==> src/design/sfr_pkg.sv <==
// Shared types and constants of the serial frame receiver.
package sfr_pkg;

  localparam int BYTE_W    = 8;
  localparam int STATUS_W  = 2;
  localparam int CFG_IDX_W = 2;

  localparam logic [CFG_IDX_W-1:0] REG_HEADER_BYTE = 2'd0;
  localparam logic [CFG_IDX_W-1:0] REG_TAIL_BYTE   = 2'd1;

  localparam logic [BYTE_W-1:0] HEADER_RESET = 8'hA5;
  localparam logic [BYTE_W-1:0] TAIL_RESET   = 8'h5A;

  localparam logic [STATUS_W-1:0] ST_BYTE     = 2'd0;
  localparam logic [STATUS_W-1:0] ST_MISMATCH = 2'd1;
  localparam logic [STATUS_W-1:0] ST_OVERFLOW = 2'd2;

  typedef struct packed {
    logic                start_frame;
    logic                start_err;
    logic [STATUS_W-1:0] err_status;
  } sfr_event_t;

endpackage

==> src/design/serial_frame_receiver_top.sv <==
// Top level of the serial frame receiver.
//
// Usage: received bytes enter on the s_ stream, one byte per item. Configuration
// writes set the header byte (index 0) and the tail byte (index 1); the user must
// make them only while the block is idle, as the block does not enforce this.
// Results leave on the m_ stream: tdata carries the frame byte, tlast marks the
// final byte of a frame or an error item, and tuser carries the status (0 frame
// byte, 1 length or checksum mismatch, 2 buffer overflow). An input byte is taken
// without waiting when it causes no result or one error result. When a checksum
// byte completes a good frame of N bytes, each byte is read from the frame buffer
// and then placed in the output register, and the next read waits until the byte
// before it has been placed; the input is held off until the last byte has been
// placed in the output register. An error item waits in a state of its own and is
// placed in the output register once the register is free, holding off the input.
// Reset returns the block to hunting for a header and empties the output
// register; the buffer needs no clearing. When the receiver stalls, the output
// register holds its item and the readout waits; input bytes that cause no result
// are still taken while an item waits at the output.
module serial_frame_receiver_top import sfr_pkg::*; #(
  parameter int FRAME_DEPTH = 64
) (
  input  logic                 clk,
  input  logic                 rst,
  input  logic                 cfg_we,
  input  logic [CFG_IDX_W-1:0] cfg_index,
  input  logic [BYTE_W-1:0]    cfg_data,
  input  logic                 s_tvalid,
  output logic                 s_tready,
  input  logic [BYTE_W-1:0]    s_tdata,   // rx_byte
  output logic                 m_tvalid,
  input  logic                 m_tready,
  output logic [BYTE_W-1:0]    m_tdata,   // frame_byte
  output logic                 m_tlast,
  output logic [STATUS_W-1:0]  m_tuser    // status
);

  localparam int AW = $clog2(FRAME_DEPTH);
  localparam int CW = $clog2(FRAME_DEPTH + 1);

  logic              wr_en;
  logic [AW-1:0]     wr_addr;
  logic [BYTE_W-1:0] wr_data;
  logic              rd_en;
  logic [AW-1:0]     rd_addr;
  logic [BYTE_W-1:0] rd_data;
  sfr_event_t        ev;
  logic [CW-1:0]     emit_len;
  logic              busy;

  assign s_tready = !busy;

  sfr_ctrl #(
    .FRAME_DEPTH(FRAME_DEPTH),
    .AW         (AW),
    .CW         (CW)
  ) u_ctrl (
    .clk      (clk),
    .rst      (rst),
    .cfg_we   (cfg_we),
    .cfg_index(cfg_index),
    .cfg_data (cfg_data),
    .s_tvalid (s_tvalid),
    .s_tready (s_tready),
    .s_tdata  (s_tdata),
    .wr_en    (wr_en),
    .wr_addr  (wr_addr),
    .wr_data  (wr_data),
    .ev       (ev),
    .emit_len (emit_len)
  );

  sfr_store #(
    .FRAME_DEPTH(FRAME_DEPTH),
    .AW         (AW)
  ) u_store (
    .clk    (clk),
    .wr_en  (wr_en),
    .wr_addr(wr_addr),
    .wr_data(wr_data),
    .rd_en  (rd_en),
    .rd_addr(rd_addr),
    .rd_data(rd_data)
  );

  sfr_emit #(
    .AW(AW),
    .CW(CW)
  ) u_emit (
    .clk     (clk),
    .rst     (rst),
    .ev      (ev),
    .emit_len(emit_len),
    .rd_data (rd_data),
    .rd_en   (rd_en),
    .rd_addr (rd_addr),
    .busy    (busy),
    .m_tvalid(m_tvalid),
    .m_tready(m_tready),
    .m_tdata (m_tdata),
    .m_tlast (m_tlast),
    .m_tuser (m_tuser)
  );

endmodule

==> src/design/sfr_store.sv <==
// Frame buffer: one write port and one registered read port.
module sfr_store import sfr_pkg::*; #(
  parameter int FRAME_DEPTH = 64,
  parameter int AW          = 6
) (
  input  logic              clk,
  input  logic              wr_en,
  input  logic [AW-1:0]     wr_addr,
  input  logic [BYTE_W-1:0] wr_data,
  input  logic              rd_en,
  input  logic [AW-1:0]     rd_addr,
  output logic [BYTE_W-1:0] rd_data
);

  logic [BYTE_W-1:0] mem [FRAME_DEPTH];

  always_ff @(posedge clk) begin
    if (wr_en) begin
      mem[wr_addr] <= wr_data;
    end
    if (rd_en) begin
      rd_data <= mem[rd_addr];
    end
  end

endmodule

==> src/design/sfr_ctrl.sv <==
// Deframer: header hunt, byte collection, length and checksum check.
module sfr_ctrl import sfr_pkg::*; #(
  parameter int FRAME_DEPTH = 64,
  parameter int AW          = 6,
  parameter int CW          = 7
) (
  input  logic                 clk,
  input  logic                 rst,
  input  logic                 cfg_we,
  input  logic [CFG_IDX_W-1:0] cfg_index,
  input  logic [BYTE_W-1:0]    cfg_data,
  input  logic                 s_tvalid,
  input  logic                 s_tready,
  input  logic [BYTE_W-1:0]    s_tdata,
  output logic                 wr_en,
  output logic [AW-1:0]        wr_addr,
  output logic [BYTE_W-1:0]    wr_data,
  output sfr_event_t           ev,
  output logic [CW-1:0]        emit_len
);

  localparam logic [1:0] PH_HUNT    = 2'd0;
  localparam logic [1:0] PH_COLLECT = 2'd1;
  localparam logic [1:0] PH_CHECK   = 2'd2;

  logic [1:0]        phase, phase_next;
  logic [CW-1:0]     count, count_next;
  logic [BYTE_W-1:0] run_xor, run_xor_next;
  logic [BYTE_W-1:0] len_hi, len_hi_next;
  logic [BYTE_W-1:0] len_lo, len_lo_next;
  logic [BYTE_W-1:0] header_reg, tail_reg;
  logic              full, len_ok, sum_ok;
  logic [15:0]       frame_len;

  always_comb begin
    full      = (count == CW'(FRAME_DEPTH));
    frame_len = {len_hi, (count > CW'(2)) ? len_lo : 8'h00};
    len_ok    = (frame_len == 16'(count));
    sum_ok    = (run_xor == s_tdata);

    phase_next   = phase;
    count_next   = count;
    run_xor_next = run_xor;
    len_hi_next  = len_hi;
    len_lo_next  = len_lo;
    wr_en        = 1'b0;
    wr_addr      = count[AW-1:0];
    wr_data      = s_tdata;
    ev           = '0;
    emit_len     = count + CW'(1);

    if (s_tvalid && s_tready) begin
      unique case (phase)
        PH_COLLECT: begin
          if (full) begin
            ev.start_err  = 1'b1;
            ev.err_status = ST_OVERFLOW;
            phase_next    = PH_HUNT;
          end else begin
            wr_en        = 1'b1;
            count_next   = count + CW'(1);
            run_xor_next = run_xor ^ s_tdata;
            if (s_tdata == tail_reg) begin
              phase_next = PH_CHECK;
            end
          end
        end
        PH_CHECK: begin
          if (full) begin
            ev.start_err  = 1'b1;
            ev.err_status = ST_OVERFLOW;
            phase_next    = PH_HUNT;
          end else begin
            wr_en      = 1'b1;
            count_next = count + CW'(1);
            if (len_ok && sum_ok) begin
              ev.start_frame = 1'b1;
              phase_next     = PH_HUNT;
            end else begin
              run_xor_next  = run_xor ^ s_tdata;
              ev.start_err  = 1'b1;
              ev.err_status = ST_MISMATCH;
              phase_next    = PH_COLLECT;
            end
          end
        end
        default: begin
          phase_next = PH_HUNT;
          if (s_tdata == header_reg) begin
            wr_en        = 1'b1;
            wr_addr      = '0;
            count_next   = CW'(1);
            run_xor_next = s_tdata;
            phase_next   = PH_COLLECT;
          end
        end
      endcase
    end

    if (wr_en && wr_addr == AW'(1)) begin
      len_hi_next = s_tdata;
    end
    if (wr_en && wr_addr == AW'(2)) begin
      len_lo_next = s_tdata;
    end
  end

  always_ff @(posedge clk) begin
    if (rst) begin
      phase      <= PH_HUNT;
      count      <= '0;
      run_xor    <= '0;
      header_reg <= HEADER_RESET;
      tail_reg   <= TAIL_RESET;
    end else begin
      phase   <= phase_next;
      count   <= count_next;
      run_xor <= run_xor_next;
      if (cfg_we && cfg_index == REG_HEADER_BYTE) begin
        header_reg <= cfg_data;
      end
      if (cfg_we && cfg_index == REG_TAIL_BYTE) begin
        tail_reg <= cfg_data;
      end
    end
    len_hi <= len_hi_next;
    len_lo <= len_lo_next;
  end

endmodule

==> src/design/sfr_emit.sv <==
// Result sequencer: puts error items and buffered good frames in the output register.
module sfr_emit import sfr_pkg::*; #(
  parameter int AW = 6,
  parameter int CW = 7
) (
  input  logic                clk,
  input  logic                rst,
  input  sfr_event_t          ev,
  input  logic [CW-1:0]       emit_len,
  input  logic [BYTE_W-1:0]   rd_data,
  output logic                rd_en,
  output logic [AW-1:0]       rd_addr,
  output logic                busy,
  output logic                m_tvalid,
  input  logic                m_tready,
  output logic [BYTE_W-1:0]   m_tdata,
  output logic                m_tlast,
  output logic [STATUS_W-1:0] m_tuser
);

  localparam logic [1:0] E_IDLE = 2'd0;
  localparam logic [1:0] E_ERR  = 2'd1;
  localparam logic [1:0] E_RUN  = 2'd2;

  logic [1:0]          state;
  logic [CW-1:0]       len;
  logic [CW-1:0]       rd_idx;
  logic                rd_pend;
  logic [STATUS_W-1:0] err_status;
  logic                slot_free;
  logic                issue;
  logic                load;

  always_comb begin
    slot_free = !m_tvalid || m_tready;
    issue     = (state == E_RUN) && !rd_pend && slot_free && (rd_idx != len);
    load      = ((state == E_ERR) && slot_free) || ((state == E_RUN) && rd_pend);
    rd_en     = issue;
    rd_addr   = rd_idx[AW-1:0];
    busy      = (state != E_IDLE);
  end

  always_ff @(posedge clk) begin
    if (rst) begin
      state    <= E_IDLE;
      rd_pend  <= 1'b0;
      m_tvalid <= 1'b0;
    end else begin
      if (m_tvalid && m_tready && !load) begin
        m_tvalid <= 1'b0;
      end
      rd_pend <= issue;
      if (issue) begin
        rd_idx <= rd_idx + CW'(1);
      end
      unique case (state)
        E_IDLE: begin
          if (ev.start_frame) begin
            state  <= E_RUN;
            len    <= emit_len;
            rd_idx <= '0;
          end else if (ev.start_err) begin
            state      <= E_ERR;
            err_status <= ev.err_status;
          end
        end
        E_ERR: begin
          if (slot_free) begin
            m_tvalid <= 1'b1;
            m_tdata  <= '0;
            m_tlast  <= 1'b1;
            m_tuser  <= err_status;
            state    <= E_IDLE;
          end
        end
        E_RUN: begin
          if (rd_pend) begin
            m_tvalid <= 1'b1;
            m_tdata  <= rd_data;
            m_tlast  <= (rd_idx == len);
            m_tuser  <= ST_BYTE;
            if (rd_idx == len) begin
              state <= E_IDLE;
            end
          end
        end
        default: begin
          state <= E_IDLE;
        end
      endcase
    end
  end

  a_pend_in_run: assert property (@(posedge clk) disable iff (rst)
    rd_pend |-> state == E_RUN)
    else $error("read data pending outside of frame readout");

  a_pend_single: assert property (@(posedge clk) disable iff (rst)
    rd_pend |=> !rd_pend)
    else $error("two reads in flight at once");

  a_start_idle: assert property (@(posedge clk) disable iff (rst)
    (ev.start_frame || ev.start_err) |-> state == E_IDLE)
    else $error("new event while results are still being produced");

  a_idx_bound: assert property (@(posedge clk) disable iff (rst)
    state == E_RUN |-> rd_idx <= len)
    else $error("read index ran past the frame length");

endmodule
==> config.mk <==
export PLATFORM = sky130hd
export DESIGN_NAME = serial_frame_receiver_top
export DESIGN_NICKNAME = d
export VERILOG_FILES = /design/src/design/sfr_pkg.sv /design/src/design/serial_frame_receiver_top.sv /design/src/design/sfr_store.sv /design/src/design/sfr_ctrl.sv /design/src/design/sfr_emit.sv
export SDC_FILE = /design/constraint.sdc
export NUM_CORES = 1
export LEC_CHECK = 0
export BUFFER_PORTS_ARGS = -buffer_cell sky130_fd_sc_hd__buf_2
export CORE_MARGIN = 5
export CORE_UTILIZATION = 38
export CTS_BUF_LIST = sky130_fd_sc_hd__clkbuf_2 sky130_fd_sc_hd__clkbuf_4 sky130_fd_sc_hd__clkbuf_8
export DETAILED_ROUTE_END_ITERATION = 10
export GPL_ROUTABILITY_DRIVEN = 0
export PLACE_DENSITY = 0.59
export SYNTH_ARGS = -nofsm -noshare
export SYNTH_HDL_FRONTEND = slang
export SYNTH_SLANG_ARGS = --single-unit
export TNS_END_PERCENT = 1
==> constraint.sdc <==
create_clock -name clk -period 2.9 [get_ports clk]
set_clock_uncertainty 0.1 [all_clocks]
set_input_delay 0.58 -clock clk [delete_from_list [all_inputs] [get_ports clk]]
set_output_delay 0.58 -clock clk [all_outputs]
set_load 0.02 [all_outputs]
# Word level (Yosys, flattened, before mapping)

Memory sizes are Yosys's and may differ from the RTL's. A register that Yosys moved wholly into a read port is not among the register bits.
Index checks and enable logic that the tools add are counted.

Bitwise operators: 3
$add $sub $neg: 2
Reduce and logical (&&, ||, !) cells: 33
Order comparisons: 1
Multiplexer cells: 54
Equality and inequality tests: 23

Operators with widths:

| cell                                                                   | number |
|---|---|
| 8-bit 2-to-1 mux                                                       | 7 |
| 7-bit 2-to-1 mux                                                       | 6 |
| 8-bit case mux with 2 select lines                                     | 2 |
| 8-bit equality test                                                    | 3 |
| 2-bit 2-to-1 mux                                                       | 9 |
| 6-bit 2-to-1 mux                                                       | 3 |
| 1-bit 2-to-1 mux                                                       | 17 |
| 16-bit by 7-bit equality test with 1-bit output                        | 1 |
| 7-bit by 1-bit adder with 7-bit output (second input constant)         | 2 |
| 1-bit logical AND                                                      | 13 |
| 4-bit AND reduction                                                    | 3 |
| 2-bit != test (second input constant)                                  | 5 |
| 3-bit 2-to-1 mux                                                       | 3 |
| 2-bit case mux with 2 select lines                                     | 2 |
| 8-bit XOR                                                              | 1 |
| 7-bit equality test                                                    | 1 |
| 7-bit equality test (second input constant)                            | 1 |
| 7-bit by 2-bit > comparator with 1-bit output (second input constant)  | 1 |
| 7-bit != test                                                          | 1 |
| 2-bit by 1-bit equality test with 1-bit output (second input constant) | 3 |
| 6-bit by 1-bit equality test with 1-bit output (second input constant) | 1 |
| 6-bit by 2-bit equality test with 1-bit output (second input constant) | 1 |
| 2-bit case mux with 3 select lines                                     | 1 |
| 3-bit case mux with 2 select lines                                     | 1 |
| other kinds (16)                                                       | 28 |

Input bits: 23
Register bits: 80
Output and inout bits: 13
Word-level logic and storage cells: 133
Bits in writable memories: 512
Memories kept: 1

Memories:

| name        | words | bits a word | read ports | clocked after Yosys merged registers in | write ports | line            | text |
|---|---|---|---|---|---|---|---|
| u_store.mem | 64    | 8           | 1          | 1                                       | 1           | sfr_store.sv:15 | `logic [BYTE_W-1:0] mem [FRAME_DEPTH];` |

# Longest topological paths before layout

Gate-level depths: netlist of run 1.

Depth in word-level cells: 11
Mapped depth: 11
Depth with buffers taken out: 9

# Hierarchy

From an unflattened synthesis of run 1, not the netlist that was laid out.

Cells, all modules: 1355
Area, all modules: 24571.1 um^2

Modules (own cells, without submodules):

| module                    | cells an instance | area an instance (um^2) | seq. area each (um^2) | instances |
|---|---|---|---|---|
| sfr_store                 | 940               | 20246.9                 | 15615.0               | 1 |
| sfr_ctrl                  | 294               | 2795.2                  | 1141.1                | 1 |
| sfr_emit                  | 120               | 1525.2                  | 890.9                 | 1 |
| serial_frame_receiver_top | 1                 | 3.8                     | 0.0                   | 1 |

# Worst setup path after synthesis of run 1

No wires, ideal clock.

Kind: register -> register
From: reg u_ctrl.count[0]
To: reg u_emit.len[0] (enable)
Library setup time: 0.380 ns
Arrival time: 2.373 ns
Slack: 0.047 ns
Period minus slack after synthesis: 2.853 ns
Stages on the path, launching flop included: 10
Buffers on the path: 1
Required time: 2.420 ns
Cells stage by stage: dfxtp_1 > clkbuf_1 > inv_1 > ha_1 > nand2b_1 > and3_1 > o32a_1 > nor4_2 > nand2_1 > nor3_1

Cells in the longest elaborated chain, start to end: 9
Elaborated cells between the ends (all ways): 10
Those cells by class: order compare (1); eq/ne (2); mux (5); reduce/logical (2)

Ends and longest elaborated chain:

| what                                            | line            | text |
|---|---|---|
| start, declared                                 | sfr_ctrl.sv:27  | `logic [CW-1:0] count, count_next;` |
| start signal, assigned                          | sfr_ctrl.sv:117 | `count <= count_next;` |
| 7-bit by 2-bit > comparator with 1-bit output   | sfr_ctrl.sv:37  | `frame_len = {len_hi, (count > CW'(2)) ? len_lo : 8'h00};` |
| 8-bit 2-to-1 mux                                | sfr_ctrl.sv:37  |  |
| 16-bit by 7-bit equality test with 1-bit output | sfr_ctrl.sv:38  | `len_ok = (frame_len == 16'(count));` |
| 1-bit logical AND                               | sfr_ctrl.sv:76  | `if (len_ok && sum_ok) begin` |
| 1-bit 2-to-1 mux                                | sfr_ctrl.sv:76  |  |
| 1-bit 2-to-1 mux *                              | sfr_ctrl.sv:69  | `if (full) begin` |
| 1-bit 2-to-1 mux *                              | sfr_ctrl.sv:53  | `unique case (phase)` |
| 4-bit 2-to-1 mux *                              | sfr_ctrl.sv:52  | `if (s_tvalid && s_tready) begin` |
| 3-bit AND reduction (no line) *                 | --              |  |
| end signal, assigned                            | sfr_emit.sv:60  | `len <= emit_len;` |
| end, declared                                   | sfr_emit.sv:26  | `logic [CW-1:0] len;` |

Mark *: on every way between the ends. The rest lies on a longest branch, timed or not.
A chain may end at the register's enable or synchronous reset.

# Final worst setup path of run 1

From: reg u_emit.rd_idx[0]
To: reg u_store.rd_data[6] (read register of u_store.mem), data pin

Cells in the longest elaborated chain, start to end: 2

Ends and longest elaborated chain:

| what                   | line            | text |
|---|---|---|
| start, declared        | sfr_emit.sv:27  | `logic [CW-1:0] rd_idx;` |
| start signal, assigned | sfr_emit.sv:54  | `rd_idx <= rd_idx + CW'(1);` |
| 7-bit != test          | sfr_emit.sv:36  | `issue = (state == E_RUN) && !rd_pend && slot_free && (rd_idx != len);` |
| 1-bit logical AND      | sfr_emit.sv:36  |  |
| end, declared          | sfr_store.sv:12 | `output logic [BYTE_W-1:0] rd_data` |

Parallel ways exist; a longest one is shown, timed or not.

==> results.tsv, run 1 <==
metric	value	unit
Pwr Density	611	nW/um2
CTS Buf Count	94	
IO buf count	35	
synthesized area	24000	um2
Total Power	17.3	mW
ys async rst share	0	%
Routed WL per cell	24.8	um
Final Routed Wirelength	59000	um
R2R Setup Slk	0.09	ns
gr usage total	17.5	%
Max VDD drop	0.364	mV
Core Area	62700	um2
Synth warnings	0	
sw power	3.85	mW
effective utilization at floorplan	38.2	%
DR vias	12600	
critical path cell sequence	buf_12 > buf_12 > mux4_2 > mux4_2 > mux4_2	
Post-synth EDFFs	563	
antenna cells	0	
filler cell count	5362	
unrepaired setup endpoints after global routing	no	
CP max-delay cell	mux4_2	
die area	68200	um2
CP Data Arrival Time	3.15	ns
Post-Place Setup Slack	0.0194	ns
most frequent cell after synthesis	edfxtp_1	
Overflow after GRT	0	
# setup viols final	0	
clock sink count	600	
Endpoint, Worst Hold	u_ctrl.header_reg[5]	
register bit total from synthesis	600	
Mapped Cells	1204	
Switching Share	22.2	%
Flop pwr share	54.8	%
Int Power	13.5	mW
r2r endpoint	u_store.rd_data[6]	
crit path kind	flop to flop	
number of global-route vias before repair	13000	
Max Slew Vio Count	0	
setup_tns	0	ns
first-pass GRT wire length	87600	um
Sequential Area	17600	um2
Die Ht	261	um
row cnt	92	
fin nets	1491	
Area Overhead vs Synth	18.3	%
H-tree depth	3	
Bufs on Longest Clock Path	3	
top post-synthesis cells by area	edfxtp_1, mux4_2, dfxtp_1	
max reg flops	512	
Critical Path RT	3.25	ns
critical path startpoint category	flop	
Routed Antenna Nets	0	
multi-input combinational cell area	5980	um2
period utilization	96.9	%
Leak	9.33	nW
# Post-CTS Setup Buffers	0	
Final WS setup	0.0906	ns
initial antenna violation count	1	
minimum clock period	2.81	ns
Synth top area share	70.6	%
outcome	completed	
Synth Area per Inst	19.9	um2
Placed Instance Area	26500	um2
commonest cells in the netlist	edfxtp_1, mux4_2, nor2_1	
Clock power frac	40.2	%
register area share after synthesis	73.7	%
clock root cell	clkbuf_8	
Worst R2R Start	u_emit.rd_idx[0]	
layout cells sized above 1	35.2	%
hpwl dp	38300	um
I/O pin cnt	36	
Vias/cell	5.30	
Slew @ Worst Pin	1.01	ns
hold path cells	3	
count of different cell masters after synthesis	52	
Max Clock Freq	356	MHz
R2R cell count	5	
drt pass-1 iters	5	
worst path bufs/invs	2	
endpoint class of the critical path	flop	
CP delay by family, top	multiplexers	
crit-path most repeated cell	mux4_2	
post-synth net total	1236	
Top reg by flops	u_store.mem	
drc violations	0	
WP depth	5	
Slew HR	32.4	%
power share of the combinational group	5.0	%
ys flop type	edfxtp_1	
maxcap violations	0	
Hold Startpoint	cfg_data[5]	
clk_lat worst skew	0.70	ns
post-route cell area	28300	um2
final-report hold violation count	0	
Worst-path clk slew	0.06	ns
Crit path largest cell delay	0.56	ns
Initial DRC Count	1127	
worst min path class	primary input to flop	
CTS tree	yes	
Die X	261	um
critical path peak fanout	19	
largest net degree at the start of global routing	69	
leading area contributor after synthesis	edfxtp_1	
==> what timing repair did <==
action,CTS,global route
resized for setup,0,1
hold buffers,3,0
endpoints found under the setup margin,0,1
endpoints found under the hold margin,4,0
==> worst max path at each step <==
| stage | start | endpoint |
|---|---|---|
| final | u_emit.rd_idx[0] | u_store.rd_data[6] |
| after global routing | u_emit.rd_idx[0] | u_store.rd_data[7] |
| after CTS | u_emit.rd_idx[0] | u_store.rd_data[7] |
| after detailed placement | s_tdata[1] | u_store.mem[3][1] |
| after global placement | s_tdata[1] | u_store.mem[1][2] |
| after floorplan | u_ctrl.count[0] | u_emit.len[0] |
==> cells in the final DEF, fill, tap and decap left out, types with 7 or more instances in the layout <==
cell type and instances:
a21oi_1 20, nand3_1 17, and2_1 18, buf_2 35, xor2_1 22, o21ai_1 16
ha_1 9, clkinv_1 25, dfxtp_1 37, edfxtp_1 563, clkbuf_4 27, nand2_1 27
clkinv_2 15, nor2_1 102, a211oi_1 9, inv_1 12, mux2i_1 18, mux4_2 168
nor3_1 7, and3_1 8, buf_4 166, clkbuf_8 98, xnor2_1 22, nand4_1 10
nor4_1 9, buf_12 16
==> stage by stage <==
step                      utilization, %  hold WS (ns)  cells
after floorplan                        -         0.354   1204
after global placement              42.2         0.375   2206
after detailed placement            42.2         0.378   2206
after CTS                           45.2       0.00367   2382
after global routing                45.2        0.0132   2382
final                               45.2        0.0535   2382
==> power groups by stage <==
stage | Clock [mW] | Sequential, mW | Combinational, mW
6_report | 6.96 | 9.49 | 0.872
5_1_grt | 7.54 | 9.48 | 0.923
4_1_cts | 7.12 | 9.49 | 0.888
3_5_place_dp | 0 | 9.67 | 0.883
3_3_place_gp | 0 | 9.67 | 0.873
2_1_floorplan | 0 | 9.67 | 0.447
==> routing by layer <==
layer  vias to the layer above  track usage [%]  part of all wire, %
li1                       5437                -                    -
met1                      6640             25.1                   44
met2                       437             27.7                   48
met3                       101             3.53                  6.0
met4                         0             4.36                  2.1
met5                         -                0                    0
==> tightest hold or removal path, cell delays in order <==
cell	delay, ns
buf_2	0.10
mux2i_1	0.07
nand2_1	0.06
==> area by class of cell <==
cell class | count | share of cell area, %
Sequential cell | 600 | 62.3
Clock inverter | 48 | 0.985
Timing Repair Buffer | 220 | 6.25
Tap cell | 846 | 3.74
Clock buffer | 125 | 5.48
Multi-Input combinational cell | 531 | 21.1
Inverter | 12 | 0.159
==> kinds of logic (layout without fill, tap and decap cells) <==
logic type | after synthesis | after routing | share of synthesized area (%)
AOI/OAI and AO/OA | 71 | 71 | 1.83
xor gates and xnor gates | 44 | 44 | 1.61
adders and majority gates | 9 | 9 | 0.470
buffers and inverters | 73 | 405 | 1.38
DFF | 600 | 600 | 73.7
muxes | 187 | 187 | 16.6
and+or+nand+nor | 220 | 220 | 4.45
Power figures use the tool's default switching activity.
==> run 2: changes to the inputs <==
--- a/config.mk
+++ b/config.mk
@@ -6,6 +6,7 @@
 export NUM_CORES = 1
 export LEC_CHECK = 0
 export BUFFER_PORTS_ARGS = -buffer_cell sky130_fd_sc_hd__buf_2
+export CORE_ASPECT_RATIO = 0.9
 export CORE_MARGIN = 5
 export CORE_UTILIZATION = 38
 export CTS_BUF_LIST = sky130_fd_sc_hd__clkbuf_2 sky130_fd_sc_hd__clkbuf_4 sky130_fd_sc_hd__clkbuf_8
==> run 2 against run 1 <==
Net effect:
- routed wire length down 2.7%
- critical path depth unchanged
- largest cell class unchanged
- setup slack better by 0.025 ns
- worst hold slack better by 0.010 ns
- core utilization down 0.19 points
- final cell count down 1.0%
==> results.tsv, run 2 (same netlist as run 1, synthesis figures left out) <==
metric	value	unit	change
Bufs on Longest Clock Path	3		unchanged
period utilization	96.0	%	-0.87 points
gr usage total	16.9	%	-0.58 points
Flop pwr share	54.9	%	about the same
Max VDD drop	0.364	mV	about the same
Pwr Density	614	nW/um2	+0.44%
Max Slew Vio Count	0		unchanged
# Post-CTS Setup Buffers	0		unchanged
IO buf count	35		unchanged
Crit path largest cell delay	0.56	ns	about the same
R2R Setup Slk	0.12	ns	+0.03 ns
Worst-path clk slew	0.06	ns	about the same
power share of the combinational group	4.8	%	-0.2 points
Slew HR	40.3	%	+7.9 points
Hold Startpoint	cfg_data[5]		
r2r endpoint	u_store.rd_data[5]		
critical path peak fanout	28		+9
H-tree depth	3		unchanged
die area	68200	um2	about the same
Critical Path RT	3.20	ns	-0.05 ns
most frequent cells in the layout	edfxtp_1, mux4_2, buf_4		
maxcap violations	0		unchanged
CTS resizes	0		unchanged
endpoint class of the critical path	flop		
Switching Share	21.5	%	-0.70 points
Top reg by flops	u_store.mem		
drt pass-1 iters	5		unchanged
R2R cell count	5		unchanged
worst path bufs/invs	2		unchanged
multi-input combinational cell area	5980	um2	about the same
effective utilization at floorplan	38.3	%	+0.088 points
I/O pin cnt	36		unchanged
critical path startpoint category	flop		
Slew @ Worst Pin	0.895	ns	-0.115 ns
Initial DRC Count	1230		+9.1%
CTS tree	yes		
filler cell count	5355		-0.13%
max reg flops	512		unchanged
critical path cell sequence	buf_12 > buf_12 > mux4_2 > mux4_2 > mux4_2		
post-route cell area	28100	um2	-0.65%
first-pass GRT wire length	84200	um	-3.9%
crit path kind	flop to flop		
commonest non-fill, non-tap cell in the layout	edfxtp_1		
setup_tns	0	ns	unchanged
DR vias	12400		-1.9%
Die X	275	um	+5.2%
initial antenna violation count	4		+3
unrepaired setup endpoints after global routing	no		
largest net degree at the start of global routing	70		+1.4%
Overflow after GRT	0		unchanged
Clock power frac	40.3	%	about the same
Final Routed Wirelength	57400	um	-2.7%
clock sink count	600		unchanged
row cnt	87		-5.4%
layout cells sized above 1	34.0	%	-1.1 points
sw power	3.72	mW	-3.3%
minimum clock period	2.78	ns	-0.0251 ns
CP delay by family, top	multiplexers		
CTS Buf Count	95		+1.1%
Area Overhead vs Synth	17.5	%	
WP depth	5		unchanged
Leak	9.22	nW	-1.2%
CP Data Arrival Time	3.08	ns	-0.07 ns
clock root cell	clkbuf_8		
hold buffer count at CTS	0		-3
Vias/cell	5.25		-0.85%
clk_lat worst skew	0.68	ns	-0.02 ns
crit-path most repeated cell	mux4_2		
Placed Instance Area	26300	um2	-0.54%
fin nets	1470		-1.4%
Worst R2R Start	u_emit.rd_idx[0]		
outcome	completed		
Worst Setup EP	u_store.rd_data[5]		
CP max-delay cell	mux4_2		
Routed WL per cell	24.4	um	-1.6%
Int Power	13.6	mW	+0.67%
drc violations	0		unchanged
final-report hold violation count	0		unchanged
CP startpoint	u_emit.rd_idx[0]		
# setup viols final	0		unchanged
Sequential Area	17600	um2	unchanged
hpwl dp	36700	um	-4.4%
number of global-route vias before repair	12600		-3.1%
Routed Antenna Nets	0		unchanged
worst min path class	primary input to flop		
Die Ht	248	um	-4.9%
Core Area	62600	um2	-0.23%
Max Clock Freq	359	MHz	+0.90%
run 2: changes by cell type in the layout (fill, tap and decap cells not counted), sizes merged:
cell / change
buf: -19
inv: -4
dlygate4sd3: -3
bufinv: +2
clkbuf: -2
clkinvlp: +1
diode: +1
run 2: area by class of cell:
class | count | share of cell area, %
Antenna cell | 1 | 0.00889
Clock buffer | 123 | 5.46
Clock inverter | 47 | 1.01
Inverter | 12 | 0.160
Multi-Input combinational cell | 531 | 21.2
Sequential cell | 600 | 62.7
Tap cell | 845 | 3.76
Timing Repair Buffer | 198 | 5.68
run 2: worst min path at each step:
stage	to	slack, ns	depth (start not counted)
2_1_floorplan	u_ctrl.count[6]	0.35	2
3_3_place_gp	u_ctrl.tail_reg[3]	0.38	2
3_5_place_dp	u_ctrl.count[6]	0.38	2
4_1_cts	u_ctrl.header_reg[5]	0.0003	3
5_1_grt	u_ctrl.tail_reg[4]	0.02	3
6_report	u_ctrl.header_reg[5]	0.06	3
run 2: metal layers:
metal	track usage, %	up-vias	routed length, um	part of all wire [%]
li1	-	5401	-	-
met1	24.2	6507	25400	44
met2	26.3	395	27100	47
met3	4.61	74	3980	6.9
met4	3.56	0	878	1.5
met5	0	-	0	0
run 2: stage by stage:
step                      setup WS (ns)  utilization (%)  total power, mW  hold slack, ns  instances
after floorplan                  0.0471                -             10.1           0.354       1204
after global placement           0.0336             42.1             10.5           0.378       2186
after detailed placement         0.0210             42.1             10.5           0.383       2186
after CTS                        0.0778             45.0             17.5        0.000263       2356
after global routing             0.0246             45.0             17.9          0.0234       2356
final                             0.116             45.0             17.3          0.0636       2357
run 2: tightest hold or removal path: cells and delay by family:
family                 cells  cell delay (ns)
AND/OR/NAND/NOR            1             0.06
multiplexers               1             0.06
buffers and inverters      1             0.09
run 2: power groups by stage:
stage | registers [mW] | clock network [mW] | logic, mW
after global routing | 9.48 | 7.54 | 0.888
after detailed placement | 9.67 | 0 | 0.852
final | 9.49 | 6.96 | 0.835
after CTS | 9.49 | 7.12 | 0.852
after floorplan | 9.67 | 0 | 0.447
after global placement | 9.67 | 0 | 0.841
==> run 3: changes to the inputs <==
--- a/config.mk
+++ b/config.mk
@@ -5,14 +5,16 @@
 export SDC_FILE = /design/constraint.sdc
 export NUM_CORES = 1
 export LEC_CHECK = 0
-export BUFFER_PORTS_ARGS = -buffer_cell sky130_fd_sc_hd__buf_2
+export BUFFER_PORTS_ARGS = -buffer_cell sky130_fd_sc_hd__clkbuf_2
 export CORE_ASPECT_RATIO = 0.9
 export CORE_MARGIN = 5
 export CORE_UTILIZATION = 38
 export CTS_BUF_LIST = sky130_fd_sc_hd__clkbuf_2 sky130_fd_sc_hd__clkbuf_4 sky130_fd_sc_hd__clkbuf_8
+export CTS_CLUSTER_SIZE = 25
 export DETAILED_ROUTE_END_ITERATION = 10
 export GPL_ROUTABILITY_DRIVEN = 0
 export PLACE_DENSITY = 0.59
+export SLEW_MARGIN = 0
 export SYNTH_ARGS = -nofsm -noshare
 export SYNTH_HDL_FRONTEND = slang
 export SYNTH_SLANG_ARGS = --single-unit
==> run 3 against run 2 <==
Net effect:
- via count rose by 0.93%
- sequential power hardly changed
- power increased by 3.2%
- setup slack lost 0.038 ns
- critical path type unchanged
- critical endpoint is now u_store.rd_data[2]
==> results.tsv, run 3 (same netlist as run 1, synthesis figures left out) <==
metric	value	unit	change
H-tree depth	3		unchanged
sw power	3.87	mW	+4.0%
power share of the combinational group	4.7	%	about the same
critical path startpoint category	flop		
drc violations	0		unchanged
critical path cell sequence	buf_12 > buf_16 > mux4_2 > mux4_2 > mux4_2		
Crit path largest cell delay	0.58	ns	+0.02 ns
layout cells sized above 1	34.9	%	+0.91 points
post-route cell area	28400	um2	+0.91%
die area	68200	um2	unchanged
row cnt	87		unchanged
Endpoint, Worst Hold	u_ctrl.tail_reg[4]		
most frequent cells in the layout	edfxtp_1, mux4_2, buf_4		
Pwr Density	628	nW/um2	+2.3%
Flop pwr share	53.2	%	-1.7 points
CTS Buf Count	97		+2.1%
Final Routed Wirelength	57900	um	+0.80%
Clock power frac	42.1	%	+1.8 points
Die Ht	248	um	unchanged
crit-path most repeated cell	mux4_2		
Switching Share	21.7	%	+0.16 points
CP max-delay cell	mux4_2		
number of global-route vias before repair	12700		+1.3%
Max Slew Vio Count	0		unchanged
hold path cells	3		unchanged
# Post-CTS Setup Buffers	0		unchanged
Worst R2R Start	u_emit.rd_idx[0]		
Vias/cell	5.26		+0.21%
Placed Instance Area	26400	um2	+0.11%
Core Area	62600	um2	unchanged
Leak	9.36	nW	+1.5%
Die X	275	um	unchanged
Max VDD drop	0.321	mV	-12%
Area Overhead vs Synth	18.6	%	
crit path kind	flop to flop		
Bufs on Longest Clock Path	3		unchanged
Total Power	17.8	mW	+3.2%
# setup viols final	0		unchanged
max reg flops	512		unchanged
worst min path class	primary input to flop		
clk_lat worst skew	0.67	ns	about the same
Overflow after GRT	0		unchanged
Routed Antenna Nets	0		unchanged
DR vias	12500		+0.93%
Slew HR	34.6	%	-5.7 points
R2R Setup Slk	0.08	ns	-0.04 ns
Top reg by flops	u_store.mem		
I/O pin cnt	36		unchanged
Slew @ Worst Pin	0.981	ns	+0.0857 ns
maxcap violations	0		unchanged
hpwl dp	37100	um	+1.1%
critical path peak fanout	19		-32%
CTS tree	yes		
commonest non-fill, non-tap cell in the layout	edfxtp_1		
Int Power	14.0	mW	+3.0%
effective utilization at floorplan	38.3	%	unchanged
clock sink count	600		unchanged
final-report hold violation count	0		unchanged
Routed WL per cell	24.4	um	about the same
IO buf count	35		unchanged
period utilization	97.3	%	+1.3 points
outcome	completed		
Worst-path clk slew	0.06	ns	about the same
largest net degree at the start of global routing	70		unchanged
gr usage total	17.1	%	+0.20 points
drt pass-1 iters	7		+2
Max Clock Freq	354	MHz	-1.3%
CP delay by family, top	multiplexers		
setup_tns	0	ns	unchanged
minimum clock period	2.82	ns	+0.0378 ns
Critical Path RT	3.19	ns	about the same
initial antenna violation count	3		-1
clock root cell	clkbuf_8		
CP Data Arrival Time	3.12	ns	+0.04 ns
Hold Startpoint	cfg_data[4]		
Initial DRC Count	1127		-8.4%
r2r endpoint	u_store.rd_data[2]		
endpoint class of the critical path	flop		
fin nets	1479		+0.61%
unrepaired setup endpoints after global routing	yes		
R2R cell count	5		unchanged
first-pass GRT wire length	85600	um	+1.7%
worst path bufs/invs	2		unchanged
antenna cells	0		-1
## run 3: cell count changes in the layout (fill, tap and decap cells not counted), sizes merged, moves of 3 or more
cell | before | now
buf | 198 | 167
bufinv | 3 | 8
clkbuf | 123 | 148
clkinv | 41 | 53
dlygate4sd3 | 0 | 3
inv | 13 | 16
## run 3: power by group through the flow
| stage | Combinational [mW] | Clock (mW) | Sequential (mW) |
|---|---|---|---|
| 6_report | 0.838 | 7.51 | 9.49 |
| 5_1_grt | 0.890 | 8.12 | 9.48 |
| 4_1_cts | 0.855 | 7.70 | 9.49 |
| 3_5_place_dp | 0.849 | 0 | 9.67 |
| 3_3_place_gp | 0.841 | 0 | 9.67 |
| 2_1_floorplan | 0.447 | 0 | 9.67 |
## run 3: routing by layer
layer / vias up / wire length, um / track usage, %
met2: 467 / 27300 / 26.7
met3: 72 / 4120 / 3.65
met5: - / 13 / 0
met4: 2 / 1080 / 4.81
li1: 5410 / - / -
met1: 6541 / 25300 / 24.5
## run 3: what timing repair did
action	CTS	global route
resized for setup	0	3
endpoints found under the hold margin	3	0
endpoints found under the setup margin	0	131
hold buffers	3	0
## run 3: worst max path at each step
stage | startpoint | to | slack [ns] | cells after the start
6_report | u_emit.rd_idx[0] | u_store.rd_data[2] | 0.08 | 5
3_3_place_gp | s_tdata[5] | u_store.mem[24][6] | -0.06 | 10
5_1_grt | u_emit.rd_idx[0] | u_store.rd_data[2] | -0.004 | 5
3_5_place_dp | s_tdata[5] | u_store.mem[24][7] | 0.02 | 10
4_1_cts | u_emit.rd_idx[0] | u_store.rd_data[7] | 0.05 | 5
2_1_floorplan | u_ctrl.count[0] | u_emit.len[0] | 0.05 | 9
## run 3: stage by stage
| step | util, % | setup slack (ns) | hold slack [ns] | cells |
|---|---|---|---|---|
| 2_1_floorplan | - | 0.0471 | 0.354 | 1204 |
| 3_3_place_gp | 42.1 | -0.0559 | 0.375 | 2190 |
| 3_5_place_dp | 42.1 | 0.0152 | 0.378 | 2190 |
| 6_report | 45.4 | 0.0780 | 0.0591 | 2374 |
| 5_1_grt | 45.4 | -0.00400 | 0.0411 | 2374 |
| 4_1_cts | 45.4 | 0.0484 | 0.00512 | 2374 |
## run 3: area by class of cell
type | count | area, um2
Clock buffer | 113 | 1470
Sequential cell | 600 | 17600
Clock inverter | 68 | 538
Timing Repair Buffer | 205 | 1670
Multi-Input combinational cell | 531 | 5980
Inverter | 12 | 45.0
Tap cell | 845 | 1060
Fill cell | 5334 | 34200
## run 3: worst register-to-register path: stages, from the launching register on
cell and delay [ns]:
edfxtp_1 0.38, buf_12 0.22, buf_16 0.23, mux4_2 0.60, mux4_2 0.56, mux4_2 0.48
